## src/rtl/bmhq_pkg.sv

```systemverilog
// Shared types and constants for the binary max-heap queue.
package bmhq_pkg;

	localparam int KeyW   = 16;
	localparam int TagW   = 16;
	localparam int CountW = 9;

	typedef enum logic [1:0] {
		KIND_INSERT = 2'd0,
		KIND_REMOVE = 2'd1,
		KIND_PEEK   = 2'd2,
		KIND_CLEAR  = 2'd3
	} kind_t;

	typedef enum logic [2:0] {
		DP_NOP    = 3'd0,
		DP_LOAD   = 3'd1,
		DP_RD_UP  = 3'd2,
		DP_UP     = 3'd3,
		DP_RD_DN  = 3'd4,
		DP_DN     = 3'd5,
		DP_REMOVE = 3'd6,
		DP_RD_TOP = 3'd7
	} dp_cmd_t;

	typedef struct packed {
		logic empty;
		logic full;
		logic up_done;
		logic dn_done;
	} dp_status_t;

endpackage

```

## src/rtl/bmhq_ctrl.sv

```systemverilog
// Operation sequencer for the binary max-heap queue.
module bmhq_ctrl (
	input  logic                 clk,
	input  logic                 arst_n,
	input  logic                 start,
	input  logic [1:0]           kind,
	input  bmhq_pkg::dp_status_t status,
	output bmhq_pkg::dp_cmd_t    cmd,
	output logic                 clear,
	output logic                 res_load,
	output logic                 res_ok,
	output logic                 res_top,
	output logic                 busy,
	output logic                 done
);
	typedef enum logic [9:0] {
		ST_IDLE  = 10'b0000000001,
		ST_UPRD  = 10'b0000000010,
		ST_UPWR  = 10'b0000000100,
		ST_RMRD  = 10'b0000001000,
		ST_RMLD  = 10'b0000010000,
		ST_DNRD  = 10'b0000100000,
		ST_DNWR  = 10'b0001000000,
		ST_PKRD  = 10'b0010000000,
		ST_PKWT  = 10'b0100000000,
		ST_DONE  = 10'b1000000000
	} state_t;

	state_t state_q, state_d;
	logic   top_q, top_d;
	logic   ok_d;

	always_comb begin
		state_d  = state_q;
		cmd      = bmhq_pkg::DP_NOP;
		clear    = 1'b0;
		res_load = 1'b0;
		ok_d     = 1'b1;
		top_d    = top_q;
		case (state_q)
			ST_IDLE: begin
				if (start) begin
					res_load = 1'b1;
					top_d    = 1'b0;
					case (kind)
						bmhq_pkg::KIND_INSERT: begin
							if (status.full) begin
								ok_d    = 1'b0;
								state_d = ST_DONE;
							end else begin
								cmd     = bmhq_pkg::DP_LOAD;
								state_d = ST_UPRD;
							end
						end
						bmhq_pkg::KIND_REMOVE: begin
							top_d = 1'b1;
							if (status.empty) begin
								ok_d    = 1'b0;
								state_d = ST_DONE;
							end else begin
								cmd     = bmhq_pkg::DP_REMOVE;
								state_d = ST_RMLD;
							end
						end
						bmhq_pkg::KIND_PEEK: begin
							top_d = 1'b1;
							if (status.empty) begin
								ok_d    = 1'b0;
								state_d = ST_DONE;
							end else begin
								cmd     = bmhq_pkg::DP_RD_TOP;
								state_d = ST_PKRD;
							end
						end
						default: begin
							clear   = 1'b1;
							state_d = ST_DONE;
						end
					endcase
				end
			end
			ST_UPRD: begin
				cmd     = bmhq_pkg::DP_RD_UP;
				state_d = ST_UPWR;
			end
			ST_UPWR: begin
				if (status.up_done) begin
					state_d = ST_DONE;
				end else begin
					cmd     = bmhq_pkg::DP_UP;
					state_d = ST_UPRD;
				end
			end
			ST_RMLD: begin
				cmd     = bmhq_pkg::DP_RD_DN;
				state_d = ST_DNRD;
			end
			ST_DNRD: begin
				cmd     = bmhq_pkg::DP_RD_DN;
				state_d = ST_DNWR;
			end
			ST_DNWR: begin
				if (status.dn_done) begin
					state_d = ST_DONE;
				end else begin
					cmd     = bmhq_pkg::DP_DN;
					state_d = ST_DNRD;
				end
			end
			ST_PKRD: begin
				cmd     = bmhq_pkg::DP_RD_UP;
				state_d = ST_PKWT;
			end
			ST_PKWT: begin
				state_d = ST_DONE;
			end
			ST_DONE: begin
				state_d = ST_IDLE;
			end
			default: begin
				state_d = ST_IDLE;
			end
		endcase
	end

	always_ff @(posedge clk or negedge arst_n) begin
		if (!arst_n) begin
			state_q <= ST_IDLE;
			top_q   <= 1'b0;
		end else begin
			state_q <= state_d;
			top_q   <= top_d;
		end
	end

	assign res_ok  = ok_d;
	assign res_top = top_q;
	assign busy    = (state_q != ST_IDLE);
	assign done    = (state_q == ST_DONE);
endmodule

```

## config.mk

```make
export PLATFORM = sky130hd
export DESIGN_NAME = bmhq_ctrl
export DESIGN_NICKNAME = d
export VERILOG_FILES = /design/src/rtl/bmhq_pkg.sv /design/src/rtl/bmhq_ctrl.sv
export SDC_FILE = /design/constraint.sdc
export NUM_CORES = 1
export LEC_CHECK = 0
export BUFFER_PORTS_ARGS = -buffer_cell sky130_fd_sc_hd__clkbuf_2
export CORE_ASPECT_RATIO = 0.75
export CORE_UTILIZATION = 25
export CTS_CLUSTER_SIZE = 12
export DETAILED_ROUTE_END_ITERATION = 16
export MAX_ROUTING_LAYER = met4
export PLACE_DENSITY = 0.46
export SLEW_MARGIN = 20
export SYNTH_ARGS = -nofsm -noshare
export SYNTH_HDL_FRONTEND = slang
export SYNTH_SLANG_ARGS = --single-unit
```

## constraint.sdc

```tcl
create_clock -name clk -period 1.6 [get_ports clk]
set_input_delay 0.16 -clock clk [delete_from_list [all_inputs] [get_ports clk]]
set_output_delay 0.16 -clock clk [all_outputs]
set_load 0.05 [all_outputs]
```

==> metrics.txt <==
status=finished, violations left; violated checks=setup timing; Critical Path RT=approximately 1.4 ns; Crit Path Max Fanout=3; Net Sw Power=0.0008918 W; gr usage total=16.09%; Post-synth top cells=9 x dfrtp_1, 6 x inv_1, 6 x nor2_1; Routed Antenna Nets=0; die height=52.41 microns; met1 WL=1379 microns; count leader, synth=dfrtp_1; Crit Path Class=reg -> out; synthesized instance count=92; placed cell area=roughly 1300 sq um; via count=893; IO buf count=17; synth-to-layout area growth=91.88%; H-tree Lvls=1; top cell type's share of synthesized area=26.59%; Finished Layout Cells=187; total gr overflow=0; worst path arrival time=1.94 ns; Worst Clk Skew=0.0009145 ns; CTS Sinks=10; Final Hold Fails=0; Root Buffer=clkbuf_8; switching portion of total power=40.00%; first-pass GRT wire length=4298 microns; post-synthesis register bit count=10; Initial Util=between 20% and 30%; setup violators final=11; Longest Clk Path Bufs=2; core area=3084 sq um; via density per instance=around 4.8; # IOs=18; Worst VDD drop=979.8 uV; mapped cell area=about 850 sq um; syn nets=around 110; RSZ-0062 raised after global routing=yes; Comb pwr share=approximately 70%; vias in the first global route=between 800 and 900; detailed placer's ending HPWL=just over 2000 microns; DRT Pass-1 Iters=4; die width=roughly 69 microns; gpl congestion=0.7821; Reg power frac=15.4%; Internal=0.001338 W; type of the worst min-delay path=in -> reg; worst-margin pin slew=roughly 0.46 ns; First DRT Iteration DRCs=29; number of max-cap violations=0; PwrDens=approximately 1400 nW/um^2; Die Area=3628 sq um; row cnt=17; Distinct cells, synth=45; total wire length=2694 microns; Rel. slew slack=69.01%; Placed Cells=173; Synth area leaders=dfrtp_1 27%, ha_1 5.9%, nor4b_2 3.5%; main flop type after synthesis=dfrtp_1; Min Hold Slack=0.2078 ns; antenna violations before repair=0; EDFF count, synth=0; Num CTS Buffers=3; share of synthesized flip-flops with an asynchronous set or reset=100.0%; Fmax=475.9 MHz; Slew Limit Fails=0; # DRC=0; Layout Nets=163; fin crit share=131.3%; diodes inserted=0; largest net degree at the start of global routing=11; Crit-path slowest cell=dfstp_2; sequential element share of the synthesized area=29.69%; Worst-Skew Late Latency=roughly 0.24 ns; post-route setup slack=-0.5012 ns; Static Leak=0.7553 nW; CP Cell Sequence=or4b_4 > nor4_4 > o21ai_2 > or3b_4 > clkbuf_16; Top delay family on crit path=simple AND/OR/NAND/NOR gates; cell accounting for the most synthesized area=dfrtp_1; layout cells sized above 1=61.74%; Syn. warnings=0; CTS clock-pin slew for the worst setup and hold paths=0.05 ns; Max Used Layer=met4; CTS tree=done; crit path time final=~2.1 ns; syn_area_per_cell=9.207 sq um; met3 WL=86 microns; WP buf/inv=1; Avg WL per Cell=~14 microns; startpoint types=flop; critical path's largest stage delay=about 0.53 ns; nature of the critical path endpoint=primary output; final instance area=~1600 sq um; met2 WL post-DR=around 1200 microns; clock network power share=~14%
## layout by cell type, fill, tap and decap left out, drive strengths merged, types with 2 or more instances in the layout
cell type	instances
clkbuf	18
and3	2
a21oi	3
a211oi	2
nor4b	5
inv	6
or3	2
buf	43
nand3	3
and2	2
nor2	7
o21ai	5
nand2	4
nor4	2
or2	2
o32ai	2
dfrtp	9
ha	4
or3b	2
nand2b	4
o31ai	2
nor3	3
xor2	2
## sequential cells by signal (all words and copies together) (netlist names)
register and count:
res_top 1, state_q 9
## area by class of cell
cell class | count | area, sq um
Multi-Input combinational cell | 71 | 676.9
Timing Repair Buffer | 58 | 566.8
Fill cell | 270 | 1459
Tap cell | 38 | 47.55
Clock buffer | 4 | 55.05
Inverter | 6 | 25.02
Sequential cell | 10 | 254.0
## power groups by stage
stage	clock network, W	logic (W)	registers [W]
after floorplan	0	0.000621	0.000406
after global placement	0	0.00109	0.000345
after detailed placement	0	0.00110	0.000347
after CTS	0.000329	0.00140	0.000340
after global routing	0.000346	0.00165	0.000348
final	0.000324	0.00156	0.000344
## through the flow
stage          util (%)  total power, W  setup TNS, ns  worst slack [ns]
6_report          52.70        0.002230         -3.091           -0.5012
5_1_grt           52.70        0.002346         -3.626           -0.5708
4_1_cts           49.98        0.002073         -2.650           -0.4890
3_5_place_dp      42.23        0.001445         -1.521           -0.3595
3_3_place_gp      42.23        0.001438         -1.625           -0.3605
2_1_floorplan         -        0.001028         -1.005           -0.2521
## cells by family after synthesis
family,count (synthesis),synth area share [%]
buf+inv,11,6.351
fa+ha+maj,4,5.909
simple gates,44,38.26
xor+xnor,2,2.068
mux,2,2.511
compound gates,19,15.21
flops,10,29.69
## repair_timing
item                                    in CTS  in global routing
cloned                                       0                  0
setup buffers                                4                  6
endpoints found under the setup margin      11                 12
resized for setup                           24                  9
endpoints found under the hold margin        9                  0
pin swaps                                    3                  7
hold buffers                                 1                  0
## worst reg2reg max path: cells and delay by family, from the launching register on
kind	cells	cell delay [ns]
AOI/OAI and AO/OA	1	0.18
buffers and inverters	5	0.65
DFF	1	0.43
and+or+nand+nor	2	0.36
## path summary, 6_finish.rpt
check	start	to	slack, ns	depth (start not counted)
worst min register to register	res_top	res_top	0.51	1
worst max-delay path	state_q[0]	cmd[2]	-0.50	5
max in group asynchronous	arst_n	state_q[0]	1.02	2
worst max register to register	state_q[1]	state_q[1]	-0.13	8
worst min-delay path	status[1]	state_q[9]	0.21	3
min in group asynchronous	arst_n	state_q[5]	0.32	2
## routing by layer
| layer | vias to the layer above | track usage, % |
|---|---|---|
| met1 | 419 | 22.30 |
| met3 | 5 | 2.500 |
| li1 | 452 | - |
| met5 | - | - |
| met2 | 17 | 23.62 |
| met4 | 0 | 6.122 |
Note: power is estimated with default switching activity, not from simulation.
